==> src/design/sormt_pkg.sv <==
// Shared types, constants and helpers for the sector overlay remap table.
// Used by the front, queue, back and checker modules; depends on nothing.
`timescale 1ns / 1ps

package sormt_pkg;

    localparam int SECTOR_W     = 32;
    localparam int ADDR_W       = 32;
    localparam int SLOT_W       = 10;
    localparam int SECTOR_BYTES = 512;
    localparam int SECTOR_SHIFT = $clog2(SECTOR_BYTES);
    localparam int MAX_TABLE_LIMIT = 'h1FA;
    localparam logic [ADDR_W-1:0] SLOT_ADDR_BIAS = 32'd4;
    localparam logic [SECTOR_W-1:0] OFFSET_RESET = 32'd64;
    localparam int QUEUE_DEPTH  = 2;

    // Configuration register indexes.
    localparam logic CFG_IMAGE_OFFSET   = 1'b0;
    localparam logic CFG_OVERLAY_ENABLE = 1'b1;

    // Input access kinds on tuser.
    localparam logic OP_READ  = 1'b0;
    localparam logic OP_WRITE = 1'b1;

    // Classification made by the front end.
    typedef enum logic [1:0] {
        KIND_READ_CARD,
        KIND_READ_LOOKUP,
        KIND_WRITE_IGNORED,
        KIND_WRITE
    } t_kind;

    typedef enum logic [1:0] {
        SRC_CARD = 2'd0,
        SRC_SAVE = 2'd1,
        SRC_NONE = 2'd2
    } t_source;

    typedef enum logic [1:0] {
        ST_OK      = 2'd0,
        ST_FULL    = 2'd1,
        ST_ABORTED = 2'd2,
        ST_IGNORED = 2'd3
    } t_status;

    typedef enum logic {
        BK_IDLE,
        BK_SCAN
    } t_back_state;

    typedef struct packed {
        t_kind               kind;
        logic [SECTOR_W-1:0] sector;
        logic                last;
        logic [ADDR_W-1:0]   card_addr;
    } t_item;

    typedef struct packed {
        logic              persist;
        logic              new_entry;
        t_status           status;
        logic [ADDR_W-1:0] addr;
        t_source           source;
    } t_result;

    // Byte address of a save memory slot; slots are numbered from 1.
    function automatic logic [ADDR_W-1:0] slot_address(input logic [SLOT_W-1:0] slot);
        logic [ADDR_W-1:0] biased;
        biased = ADDR_W'(slot) + SLOT_ADDR_BIAS;
        return biased << SECTOR_SHIFT;
    endfunction

endpackage

==> src/design/sormt_front.sv <==
// Front end: holds the configuration registers, accepts sector accesses and
// classifies them for the back end. Depends on sormt_pkg.
`timescale 1ns / 1ps

module sormt_front (
    input  logic                          i_clk,
    input  logic                          i_rst_n,
    input  logic                          i_cfg_valid,
    output logic                          o_cfg_ready,
    input  logic                          i_cfg_index,
    input  logic [sormt_pkg::SECTOR_W-1:0] i_cfg_data,
    input  logic                          s_axis_tvalid,
    output logic                          s_axis_tready,
    input  logic [sormt_pkg::SECTOR_W-1:0] s_axis_tdata,
    input  logic                          s_axis_tuser,
    input  logic                          s_axis_tlast,
    input  logic                          i_queue_full,
    output logic                          o_push,
    output sormt_pkg::t_item              o_item
);

    logic [sormt_pkg::SECTOR_W-1:0] r_offset;
    logic                           r_enabled;
    logic [sormt_pkg::SECTOR_W-1:0] card_sector;

    assign o_cfg_ready = 1'b1;

    always_ff @(posedge i_clk) begin
        if (!i_rst_n) begin
            r_offset  <= sormt_pkg::OFFSET_RESET;
            r_enabled <= 1'b1;
        end else if (i_cfg_valid) begin
            unique case (i_cfg_index)
                sormt_pkg::CFG_IMAGE_OFFSET:   r_offset  <= i_cfg_data;
                sormt_pkg::CFG_OVERLAY_ENABLE: r_enabled <= i_cfg_data[0];
                default: ;
            endcase
        end
    end

    assign s_axis_tready = !i_queue_full;
    assign o_push        = s_axis_tvalid && !i_queue_full;
    assign card_sector   = s_axis_tdata + r_offset;

    always_comb begin
        o_item.sector    = s_axis_tdata;
        o_item.last      = s_axis_tlast;
        o_item.card_addr = card_sector << sormt_pkg::SECTOR_SHIFT;
        priority if (s_axis_tuser == sormt_pkg::OP_READ) begin
            o_item.kind = r_enabled ? sormt_pkg::KIND_READ_LOOKUP
                                    : sormt_pkg::KIND_READ_CARD;
        end else begin
            o_item.kind = r_enabled ? sormt_pkg::KIND_WRITE
                                    : sormt_pkg::KIND_WRITE_IGNORED;
        end
    end

endmodule

==> config.mk <==
export PLATFORM = sky130hd
export DESIGN_NAME = sormt_front
export DESIGN_NICKNAME = d
export VERILOG_FILES = /design/src/design/sormt_pkg.sv /design/src/design/sormt_front.sv
export SDC_FILE = /design/constraint.sdc
export NUM_CORES = 1
export LEC_CHECK = 0
export BUFFER_PORTS_ARGS = -buffer_cell sky130_fd_sc_hd__buf_4
export CAP_MARGIN = 5
export CORE_ASPECT_RATIO = 0.7
export CORE_MARGIN = 3
export CORE_UTILIZATION = 40
export CTS_CLUSTER_DIAMETER = 30
export DETAILED_ROUTE_END_ITERATION = 8
export PLACE_DENSITY = 0.78
export SYNTH_ARGS = -nofsm -noshare
export SYNTH_HDL_FRONTEND = slang
export SYNTH_SLANG_ARGS = --single-unit
==> constraint.sdc <==
create_clock -name i_clk -period 2.12 [get_ports i_clk]
set_input_delay 0.106 -clock i_clk [delete_from_list [all_inputs] [get_ports i_clk]]
set_output_delay 0.106 -clock i_clk [all_outputs]
set_load 0.005 [all_outputs]
==> flow_metrics.py <==
metrics = {
    "timing": {
        "layout_min_cycle_time_ns": 2.51,
        "period_share_pct": 118,
        "skew_ns": 0,
        "fin_ws_ns": -0.388,
        "worstMarginPinSlew_ns": 0.889,
        "hold_violations": 0,
        "slew_viol_final": 0,
        "slew_headroom_pct": 40.8,
        "rsz0062_at_grt": "yes",
        "final-setup-viol-count": 16,
        "max_freq_mhz": 399,
    },
    "die": {
        "die_w_um": 98.2,
        "fp-row-count": 22,
        "start_util_pct": 43.5,
        "pin_count": 142,
        "die_height_um": 70.6,
        "core_um2": 5480,
        "die_area_um2": 6930,
    },
    "global_route": {
        "grt_max_degree": 25,
        "grt.busiest_layer": "met2",
        "grt_pass1_wl_um": 11300,
        "grt_use_met2_pct": 32.6,
        "gr-total-overflow": 0,
        "grt_usage_pct": 19.1,
        "antenna_found_initial": 0,
        "grtUsageMet1_pct": 26.3,
        "grt_pass1_vias": 2379,
        "grt_util_met3_pct": 1.48,
    },
    "cts": {
        "cts_sinks": 24,
        "clock_latency_ns": 0.27,
        "clock_tree.buffer_depth": 2,
        "htree_num_levels": 1,
        "cts_root_buf": "clkbuf_8",
        "tritoncts": "yes",
        "cts_buffers": 3,
        "clk_pin_slew_worst_paths_ns": 0.09,
    },
    "synthesis": {
        "yosysUniqueCellTypes": 45,
        "yosys_warnings": 0,
        "synthCells": 308,
        "synthFlopType": "dfxtp_1",
        "ys_ff_latch": 24,
        "ys_async_sr_fraction_pct": 0,
        "synth_area_um2": 2380,
        "synth_edf_count": 0,
        "synth_top_area_cell": "dfxtp_1",
        "yosys-top-cells-area": "dfxtp_1, buf_4, ha_1, nand2_1, a21boi_0",
        "ys_seq_area_share_pct": 20.2,
        "avgSynthCellArea_um2": 7.73,
        "synth_top_area_share_pct": 20.2,
    },
    "detailed_routing": {
        "wl_per_cell_um": 14.5,
        "drc": 0,
        "ant_nets": 0,
        "drtIter0Drc": 101,
        "drt_first_pass_iters": 4,
        "routed_wl_um": 6890,
        "num_vias": 2398,
        "viasPerCell": 5.04,
    },
    "worst_setup_path": {
        "cp-end-kind": "output port",
        "worst-setup-path-type": "flop to output port",
        "critPathMaxStageDelay_ns": 0.40,
        "worstPathMaxFanout": 3,
        "path_cells": "ha_4 -> inv_2 -> fa_2 -> nor2b_4 -> o31ai_4 -> a21oi_2 -> o21ai_2 -> a31oi_2 -> or4_1 -> and3_1 -> buf_4",
        "cp_data_arrival_time_ns": 2.40,
        "critPathTopFamily": "compound AO/OA/AOI/OAI gates",
        "required_ns": 2.01,
        "r2r_slack_ns": 1.36,
        "critPathBufInv": 2,
        "slowest_stage": "or4_1",
        "crit_path_start_kind": "flop",
    },
    "pwr": {
        "p_leak_nw": 1.64,
        "cellPowerDensity_nw_per_um2": 435,
        "irDropWorstVdd_v": 0.000264,
    },
    "place": {
        "place_ws_ns": -0.237,
        "place_congestion": 0.859,
        "hpwl_um": 5420,
        "portBuffers": 100,
    },
    "final_layout": {
        "fillers": 467,
        "diodes": 0,
        "drive_gt1_share_pct": 47.8,
        "final_common_cell": "buf_4",
        "syn_to_final_growth_pct": 45.9,
        "mostFrequentLayoutCells": "buf_4, nand2_1, a21boi_0",
        "nets": 500,
        "final_util_pct": 63.4,
    },
    "run_status": {
        "violations": "negative setup slack",
        "status": "finished with violations",
    },
    "flow_run": {
        "cap_violations": 0,
    },
    "worst_hold_path": {
        "worst_hold_path_type": "input pin to flop",
    },
}
state kept, by name (all words and copies together), names as in the netlist:
| register | flops |
|---|---|
| r_offset | 23 |
| r_enabled | 1 |
worst reg2reg max path: stages, from the launching register on:
cell	delay [ns]
dfxtp_1	0.39
nand2_1	0.07
a21boi_0	0.22
logic make-up after synthesis:
logic type | after synthesis | share of synthesized area, %
AOI/OAI and AO/OA | 88 | 26.4
xor gates and xnor gates | 18 | 6.62
adders and majority gates | 23 | 12.4
buffers and inverters | 61 | 16.7
DFF | 24 | 20.2
other | 2 | 0.315
and+or+nand+nor | 92 | 17.3
worst paths after layout:
check	start	to	depth (start not counted)
max	r_offset[0]$_SDFFE_PN0P_	o_item[31]	11
min reg2reg	r_offset[20]$_SDFFE_PN0P_	r_offset[20]$_SDFFE_PN0P_	2
max reg2reg	r_offset[8]$_SDFFE_PN0P_	r_offset[8]$_SDFFE_PN0P_	2
min	i_cfg_data[6]	r_offset[6]$_SDFFE_PN1P_	3
per-layer routing:
metal	routed length, um	vias to the layer above	share of wire (%)
li1	-	1212	-
met1	3120	1103	45
met2	3370	71	49
met3	298	12	4.3
met4	102	0	1.5
met5	0	-	0
cell usage after synthesis, types with 2 or more instances:
cell	n
conb_1	2
o21bai_1	2
and3_1	3
o31ai_4	2
buf_4	45
nand2b_1	2
nand4_1	2
dfxtp_1	24
a21o_1	9
and4_1	2
clkbuf_1	7
or2_2	2
o21ai_1	5
nor2_1	8
o22ai_1	2
a21oi_1	19
nand2_1	59
a211oi_1	3
o21ai_0	5
nor2b_1	3
xor2_1	8
o21a_1	2
a21boi_0	24
inv_1	9
ha_1	22
xnor2_1	10
nand3_1	6
a31oi_1	4
final cells by class:
type | instances | area (um2) | area share [%]
multi-input cells | 231 | 1770 | 51.0
repair buffers | 136 | 1030 | 29.7
flip-flops and latches | 24 | 490 | 14.1
well taps | 72 | 90.1 | 2.59
clock buffers | 4 | 55.1 | 1.58
inverters | 9 | 33.8 | 0.972
through the flow:
step	setup TNS [ns]	cell area, um2	power, W	std cells	hold slack [ns]
after floorplan	0	2410	0.000843	316	0.230
after global placement	-0.802	3110	0.00111	466	0.212
after detailed placement	-1.22	3110	0.00113	466	0.212
after CTS	-4.12	3420	0.00150	475	0.0454
after global routing	-5.38	3470	0.00160	476	0.0738
final	-3.54	3470	0.00151	476	0.0501
report_power, final:
group / switching (W) / internal [W] / leakage [nW]
logic: 0.000313 / 0.000392 / 1.42
clock network: 0.000149 / 0.000166 / 0.0288
registers: 0.0000179 / 0.000474 / 0.200
timing repair:
action	CTS	global route
pin swaps	32	15
buffers inserted	6	1
resized for setup	44	12
hold buffers	0	0
endpoints found under the setup margin	17	18
Note: power is estimated with default switching activity, not from simulation.
