## src/design/sormt_pkg.sv

```systemverilog
// Shared types, constants and helpers for the sector overlay remap table.
// Used by the front, queue, back and checker modules; depends on nothing.
`timescale 1ns / 1ps

package sormt_pkg;

    localparam int SECTOR_W     = 32;
    localparam int ADDR_W       = 32;
    localparam int SLOT_W       = 10;
    localparam int SECTOR_BYTES = 512;
    localparam int SECTOR_SHIFT = $clog2(SECTOR_BYTES);
    localparam int MAX_TABLE_LIMIT = 'h1FA;
    localparam logic [ADDR_W-1:0] SLOT_ADDR_BIAS = 32'd4;
    localparam logic [SECTOR_W-1:0] OFFSET_RESET = 32'd64;
    localparam int QUEUE_DEPTH  = 2;

    // Configuration register indexes.
    localparam logic CFG_IMAGE_OFFSET   = 1'b0;
    localparam logic CFG_OVERLAY_ENABLE = 1'b1;

    // Input access kinds on tuser.
    localparam logic OP_READ  = 1'b0;
    localparam logic OP_WRITE = 1'b1;

    // Classification made by the front end.
    typedef enum logic [1:0] {
        KIND_READ_CARD,
        KIND_READ_LOOKUP,
        KIND_WRITE_IGNORED,
        KIND_WRITE
    } t_kind;

    typedef enum logic [1:0] {
        SRC_CARD = 2'd0,
        SRC_SAVE = 2'd1,
        SRC_NONE = 2'd2
    } t_source;

    typedef enum logic [1:0] {
        ST_OK      = 2'd0,
        ST_FULL    = 2'd1,
        ST_ABORTED = 2'd2,
        ST_IGNORED = 2'd3
    } t_status;

    typedef enum logic {
        BK_IDLE,
        BK_SCAN
    } t_back_state;

    typedef struct packed {
        t_kind               kind;
        logic [SECTOR_W-1:0] sector;
        logic                last;
        logic [ADDR_W-1:0]   card_addr;
    } t_item;

    typedef struct packed {
        logic              persist;
        logic              new_entry;
        t_status           status;
        logic [ADDR_W-1:0] addr;
        t_source           source;
    } t_result;

    // Byte address of a save memory slot; slots are numbered from 1.
    function automatic logic [ADDR_W-1:0] slot_address(input logic [SLOT_W-1:0] slot);
        logic [ADDR_W-1:0] biased;
        biased = ADDR_W'(slot) + SLOT_ADDR_BIAS;
        return biased << SECTOR_SHIFT;
    endfunction

endpackage

```

## src/design/sormt_queue.sv

```systemverilog
// Short queue of classified accesses between the front and back ends.
// Depends on sormt_pkg.
`timescale 1ns / 1ps

module sormt_queue (
    input  logic             i_clk,
    input  logic             i_rst_n,
    input  logic             i_push,
    input  sormt_pkg::t_item i_item,
    output logic             o_full,
    output logic             o_valid,
    input  logic             i_pop,
    output sormt_pkg::t_item o_item
);

    localparam int PTR_W = $clog2(sormt_pkg::QUEUE_DEPTH);
    localparam int CNT_W = $clog2(sormt_pkg::QUEUE_DEPTH + 1);

    sormt_pkg::t_item r_data [sormt_pkg::QUEUE_DEPTH];
    logic [PTR_W-1:0] r_wr;
    logic [PTR_W-1:0] r_rd;
    logic [CNT_W-1:0] r_count;

    assign o_full  = (r_count == CNT_W'(sormt_pkg::QUEUE_DEPTH));
    assign o_valid = (r_count != '0);
    assign o_item  = r_data[r_rd];

    always_ff @(posedge i_clk) begin
        if (!i_rst_n) begin
            r_wr    <= '0;
            r_rd    <= '0;
            r_count <= '0;
        end else begin
            if (i_push) begin
                r_wr <= (r_wr == PTR_W'(sormt_pkg::QUEUE_DEPTH - 1)) ? '0 : r_wr + 1'b1;
            end
            if (i_pop) begin
                r_rd <= (r_rd == PTR_W'(sormt_pkg::QUEUE_DEPTH - 1)) ? '0 : r_rd + 1'b1;
            end
            if (i_push && !i_pop) begin
                r_count <= r_count + 1'b1;
            end else if (i_pop && !i_push) begin
                r_count <= r_count - 1'b1;
            end
        end
    end

    always_ff @(posedge i_clk) begin
        if (i_push) begin
            r_data[r_wr] <= i_item;
        end
    end

endmodule

```

## config.mk

```make
export PLATFORM = sky130hd
export DESIGN_NAME = sormt_queue
export DESIGN_NICKNAME = d
export VERILOG_FILES = /design/src/design/sormt_pkg.sv /design/src/design/sormt_queue.sv
export SDC_FILE = /design/constraint.sdc
export NUM_CORES = 1
export LEC_CHECK = 0
export BUFFER_PORTS_ARGS = -buffer_cell sky130_fd_sc_hd__buf_2
export CAP_MARGIN = 25
export CORE_MARGIN = 1
export CORE_UTILIZATION = 55
export DETAILED_ROUTE_END_ITERATION = 10
export PLACE_DENSITY_LB_ADDON = 0.15
export RECOVER_POWER = 50
export SYNTH_ARGS = -nofsm -noshare
export SYNTH_HDL_FRONTEND = slang
export SYNTH_SLANG_ARGS = --single-unit
```

## constraint.sdc

```tcl
create_clock -name i_clk -period 8.1 [get_ports i_clk]
set_input_delay 1.215 -clock i_clk [delete_from_list [all_inputs] [get_ports i_clk]]
set_output_delay 1.215 -clock i_clk [all_outputs]
set_load 0.02 [all_outputs]
```

==> results of run 1 <==
-- power groups by stage --
stage                     logic [mW]  registers [mW]  clock network [mW]
final                          0.195           0.845               0.724
after floorplan                0.135           0.855                   0
after global placement         0.182           0.869                   0
after CTS                      0.186           0.857               0.736
after detailed placement       0.185           0.872                   0
after global routing           0.208           0.849               0.765
-- area by class of cell --
class / instances / area (sq um) / share of cell area
clock inverters: 14 / 146 / 0.0225
inverters: 1 / 3.75 / 0.000576
multi-input cells: 83 / 985 / 0.151
well taps: 111 / 139 / 0.0213
clock buffers: 18 / 418 / 0.0641
repair buffers: 141 / 697 / 0.107
flip-flops and latches: 139 / 4130 / 0.633
-- registers in the layout, summed over array words and instances (netlist names), named ones only --
| name | cells |
|---|---|
| r_count | 2 |
| r_data | 134 |
| r_rd | 1 |
| r_wr | 1 |
-- synthesized netlist by cell type (all sizes together) --
| master | count | area (sq um) |
|---|---|---|
| o21ai | 1 | 5.00 |
| or3 | 1 | 6.26 |
| xor2 | 2 | 17.5 |
| and2b | 1 | 8.76 |
| or2 | 1 | 6.26 |
| dfxtp | 5 | 100 |
| mux2 | 67 | 867 |
| buf | 7 | 56.3 |
| a21boi | 1 | 7.51 |
| and2 | 4 | 25.0 |
| o21a | 1 | 7.51 |
| edfxtp | 134 | 4020 |
| nor2b | 2 | 12.5 |
| ha | 1 | 12.5 |
| xnor2 | 1 | 8.76 |
| inv | 1 | 3.75 |
-- metal layers --
layer | routed length, um | vias up | GRT usage
li1 | - | 1220 | -
met1 | 3350 | 1263 | 0.210
met2 | 4190 | 97 | 0.281
met3 | 619 | 18 | 0.0674
met4 | 187 | 0 | 0.104
met5 | 0 | - | 0
-- placed cells by master (no fill, tap or decap), drive strengths merged --
cell / n
ha: 1
xor2: 2
o21a: 1
or3: 1
bufinv: 2
clkbuf: 45
and2b: 1
clkinvlp: 4
nor2b: 2
clkinv: 5
mux2: 67
dfxtp: 5
and2: 4
buf: 114
inv: 4
xnor2: 1
o21ai: 1
or2: 1
edfxtp: 134
a21boi: 1
-- metrics by stage --
| stage | setup WS (ns) | utilization | instances |
|---|---|---|---|
| 5_1_grt | 3.18 | 0.712 | 507 |
| 6_report | 3.49 | 0.712 | 507 |
| 4_1_cts | 4.65 | 0.714 | 506 |
| 3_5_place_dp | 4.98 | 0.652 | 474 |
| 3_3_place_gp | 5.02 | 0.652 | 474 |
| 2_1_floorplan | 3.41 | - | 230 |
-- kinds of logic (layout without fill, tap and decap cells) --
family | after synthesis | count (layout) | synth area share
mux | 67 | 67 | 0.168
flops | 139 | 139 | 0.798
buf+inv | 8 | 174 | 0.0116
fa+ha+maj | 1 | 1 | 0.00242
compound gates | 3 | 3 | 0.00387
xor+xnor | 3 | 3 | 0.00508
simple gates | 9 | 9 | 0.0114
-- final timing paths --
check	cells past startpoint	endpoint
setup / recovery	2	r_data[1][17]
hold / removal	2	register
setup reg to reg	1	r_data[1][17]
hold reg to reg	2	register
==> flow_summary.toml, run 1 <==
[place]
portBuffers = 139
dpl_cell_area_sq_um = 5970
dp_hpwl_um = 5100
place.gp.congestion = 0.659

[critical_path]
cp_slowest_cell = "and2_0"
crit_chain = "clkbuf_1 -> and2_0"
max_stage_delay_ns = 3.20
r2r_start = "r_wr"
start_kind = "input port"
cp_num_buf_inv = 1
cp_data_arrival_time_ns = 4.63
worstPathMaxFanout = 67
endpoint_kind = "register"
cp_top_family = "simple AND/OR/NAND/NOR gates"
path_class = "input port to register"
startpoint = "i_push"
worstPathRequired_ns = 8.11
rrSetupSlack_ns = 4.01

[clocking]
clock_sinks = 139
root_buffer = "clkbuf_8"
clockBufferDepth = 2
h-tree-depth = 4
hold_buffers = 0
cts_tree = "built"
cts_setup_buffers = 0
cts_made_buffers = 17
clk_latency_ns = 0.51
cts.reportedPaths.clkPinSlew_ns = 0.06
cts_resized = 0

[job]
cap_violations = 2

[floorplanning]
core-area_sq_um = 9150
fp.dieW_um = 98.9
boundaryPins = 140
num_rows = 35
die_h_um = 98.9
start_util = 0.565
dieArea_sq_um = 9790

[final_layout]
design_area_sq_um = 6520
area_growth_pct = 26.1
n_antenna_cell = 0
fillers = 610
drive_gt1_frac = 0.538
final_nets = 455

[timing]
rsz0062_at_grt = "no"
relSlewSlack = -1.97
tightestPinTransition_ns = 4.46
hold_violations = 0
fmax_mhz = 217
finalSetupViolCount = 0
hold_ws_ns = 0.577
slew_violations = 100
finalSetupTns_ns = 0
fin_crit_ns = 4.61
post-route-period-util = 0.570
finClkSkew_ns = 0.00630

[detailed_routing]
first_pass_iters = 5
antenna_left = 0
vias_per_cell = 5.12
drt-total-wl_um = 8350
vias = 2598
first_iter_violations = 89
drc = 0
wl_per_cell_um = 16.5

[synth]
synth_cell_types = 19
synth_area_sq_um = 5170
postSynthCellCount = 230
ys_ff_latch = 139
ys_warn_count = 0
seq_area_frac_synth = 0.798
syn_avg_cell_area_sq_um = 22.5
syn_nets = 302

[pwr]
seq_power_share = 0.479
peakVddDrop_v = 0.000148
p_leak_nw = 2.47
pwr-share-comb = 0.111
fin_total_pwr_mw = 1.76
switchingPower_mw = 0.408
power_density_nw_per_um2 = 271
cell_internal_pwr_mw = 1.36
switching_share = 0.231
clkPwrFrac = 0.410

[grt]
grt_pass1_vias = 2631
grt.overflow.total = 0
grt_max_degree = 68
grt_first_pass_wirelength_um = 12600
grt_use_total = 0.178
antenna_found_initial = 0

[run_status]
status = "finished with violations"
violations = "max-capacitance violations, max-slew violations"

[hold_path]
worstHoldPathType = "register to register"
hp-start = "r_rd"
No activity file was read; power rests on OpenSTA's default activity.
==> run 2: changes to the inputs <==
- CORE_UTILIZATION: 55 -> 47
- clock period: 8.1 -> 4 ns (I/O delays scaled with it)
==> run 2 against run 1 <==
Against the previous run: the flow still finishes with violations (max-capacitance violations, max-slew violations); clock power grew 120%; combinational power rose by 97%; core utilization down 8.2 points; critical path depth is 1 lower; register-to-register slack worse by 3.1 ns; cell area increased by 1.5%; global-route usage is 1.9 points lower.
==> flow_summary.toml, run 2 (synthesis results as in run 1) <==
[place]
dpl.cell_count = 501
portBuffers = 139
place.gp.congestion = 0.693
dp_hpwl_um = 5580

[hold_path]
hold_depth = 1
worstHoldPathType = "input port to register"
hp-start = "i_item[1]"
hold_end = "r_data[0][1]"

[floorplanning]
die_h_um = 107
boundaryPins = 140
start_util = 0.492
num_rows = 37
dieArea_sq_um = 11400
core-area_sq_um = 10500
fp.dieW_um = 107

[pwr]
power_density_nw_per_um2 = 562
peakVddDrop_v = 0.000340
p_leak_nw = 2.51
fin_total_pwr_mw = 3.72

[grt]
grt.overflow.total = 0
grt_use_total = 0.160
grt_pass1_vias = 2694
antenna_found_initial = 0
grt_first_pass_wirelength_um = 13100
grt_max_degree = 68

[critical_path]
rrSetupSlack_ns = 0.92
worstReg2RegEnd = "r_data[1][8]"
crit_chain = "and2_1"
endpoint_kind = "register"
cp_data_arrival_time_ns = 3.12
reg2reg_depth = 1
cp_top_family = "simple AND/OR/NAND/NOR gates"
worstPathRequired_ns = 4.05
cp_slowest_cell = "and2_1"
start_kind = "register"
path_class = "register to register"
worstPathMaxFanout = 67
max_stage_delay_ns = 2.24
r2r_start = "r_wr"
cp_num_buf_inv = 0

[timing]
fmax_mhz = 325
rsz0062_at_grt = "no"
relSlewSlack = -1.07
hold_ws_ns = 0.280
finalSetupViolCount = 0
post-route-period-util = 0.769
finalSetupTns_ns = 0
finClkSkew_ns = 0.00470
hold_violations = 0
fin_crit_ns = 3.08
slew_violations = 92
tightestPinTransition_ns = 3.10

[final_layout]
regMostFlops = "r_data"
drive_gt1_frac = 0.535
layout_common_cells = "edfxtp_1 (134), buf_2 (111), mux2_2 (37), mux2_4 (30), clkbuf_1 (30)"
utilization = 0.630
top_regs = "r_data x134, r_count x2"
finalNonFillerCells = 533
final_nets = 456
fillers = 795
layout_commonest_cell = "edfxtp_1"
area_growth_pct = 28.0
largest_reg_flops = 134

[clocking]
hold_buffers = 0
clock_sinks = 139
cts_resized = 0
clk_latency_ns = 0.50
cts_setup_buffers = 0
h-tree-depth = 4
cts_tree = "built"
clockBufferDepth = 2
cts_made_buffers = 17
root_buffer = "clkbuf_8"
cts.reportedPaths.clkPinSlew_ns = 0.06

[detailed_routing]
drc = 0
first_pass_iters = 4
first_iter_violations = 77
vias_per_cell = 4.80
vias = 2557
drt-total-wl_um = 8550
antenna_left = 0
wl_per_cell_um = 16.0

[job]
cap_violations = 2

[run_status]
violations = "max-capacitance violations, max-slew violations"
status = "finished with violations"
[run 2: stage by stage]
step	worst slack, ns	instance area [sq um]
floorplan	1.19	5170
global placement	1.69	6020
detailed placement	1.80	6040
CTS	1.25	6660
global route	0.644	6610
finish	0.923	6620
[run 2: power breakdown]
part,total (mW),internal (mW),switching [mW]
sequential,1.72,1.69,0.0345
combinational,0.385,0.174,0.211
clock,1.61,1.07,0.544
total,3.72,2.93,0.790
[run 2: final cells by class]
| class | count | area (sq um) | area share |
|---|---|---|---|
| clock inverter | 12 | 198 | 0.0299 |
| inverter | 1 | 3.75 | 0.000567 |
| sequential | 139 | 4130 | 0.624 |
| clock buffer | 19 | 422 | 0.0637 |
| antenna | 1 | 2.50 | 0.000378 |
| timing repair buffer | 142 | 708 | 0.107 |
| tap | 136 | 170 | 0.0257 |
| multi-input combinational | 83 | 985 | 0.149 |
[run 2: worst max path at each step]
stage                        start           end  slack [ns]  cells past startpoint
after CTS                 register    o_item[54]        1.25                      3
final                         r_wr  r_data[1][8]        0.92                      1
after detailed placement  register    o_item[54]        1.80                      3
after global routing          r_wr  r_data[1][8]        0.64                      1
after floorplan             i_push  r_data[0][0]        1.19                      1
after global placement    register    o_item[54]        1.69                      2
[run 2: metal layers]
| metal | part of all wire | global-route usage | up-vias | wire length (um) |
|---|---|---|---|---|
| li1 | - | - | 1219 | - |
| met1 | 0.40 | 0.179 | 1250 | 3440 |
| met2 | 0.52 | 0.264 | 80 | 4410 |
| met3 | 0.070 | 0.0675 | 8 | 596 |
| met4 | 0.012 | 0.0734 | 0 | 104 |
| met5 | 0 | 0 | - | 0 |
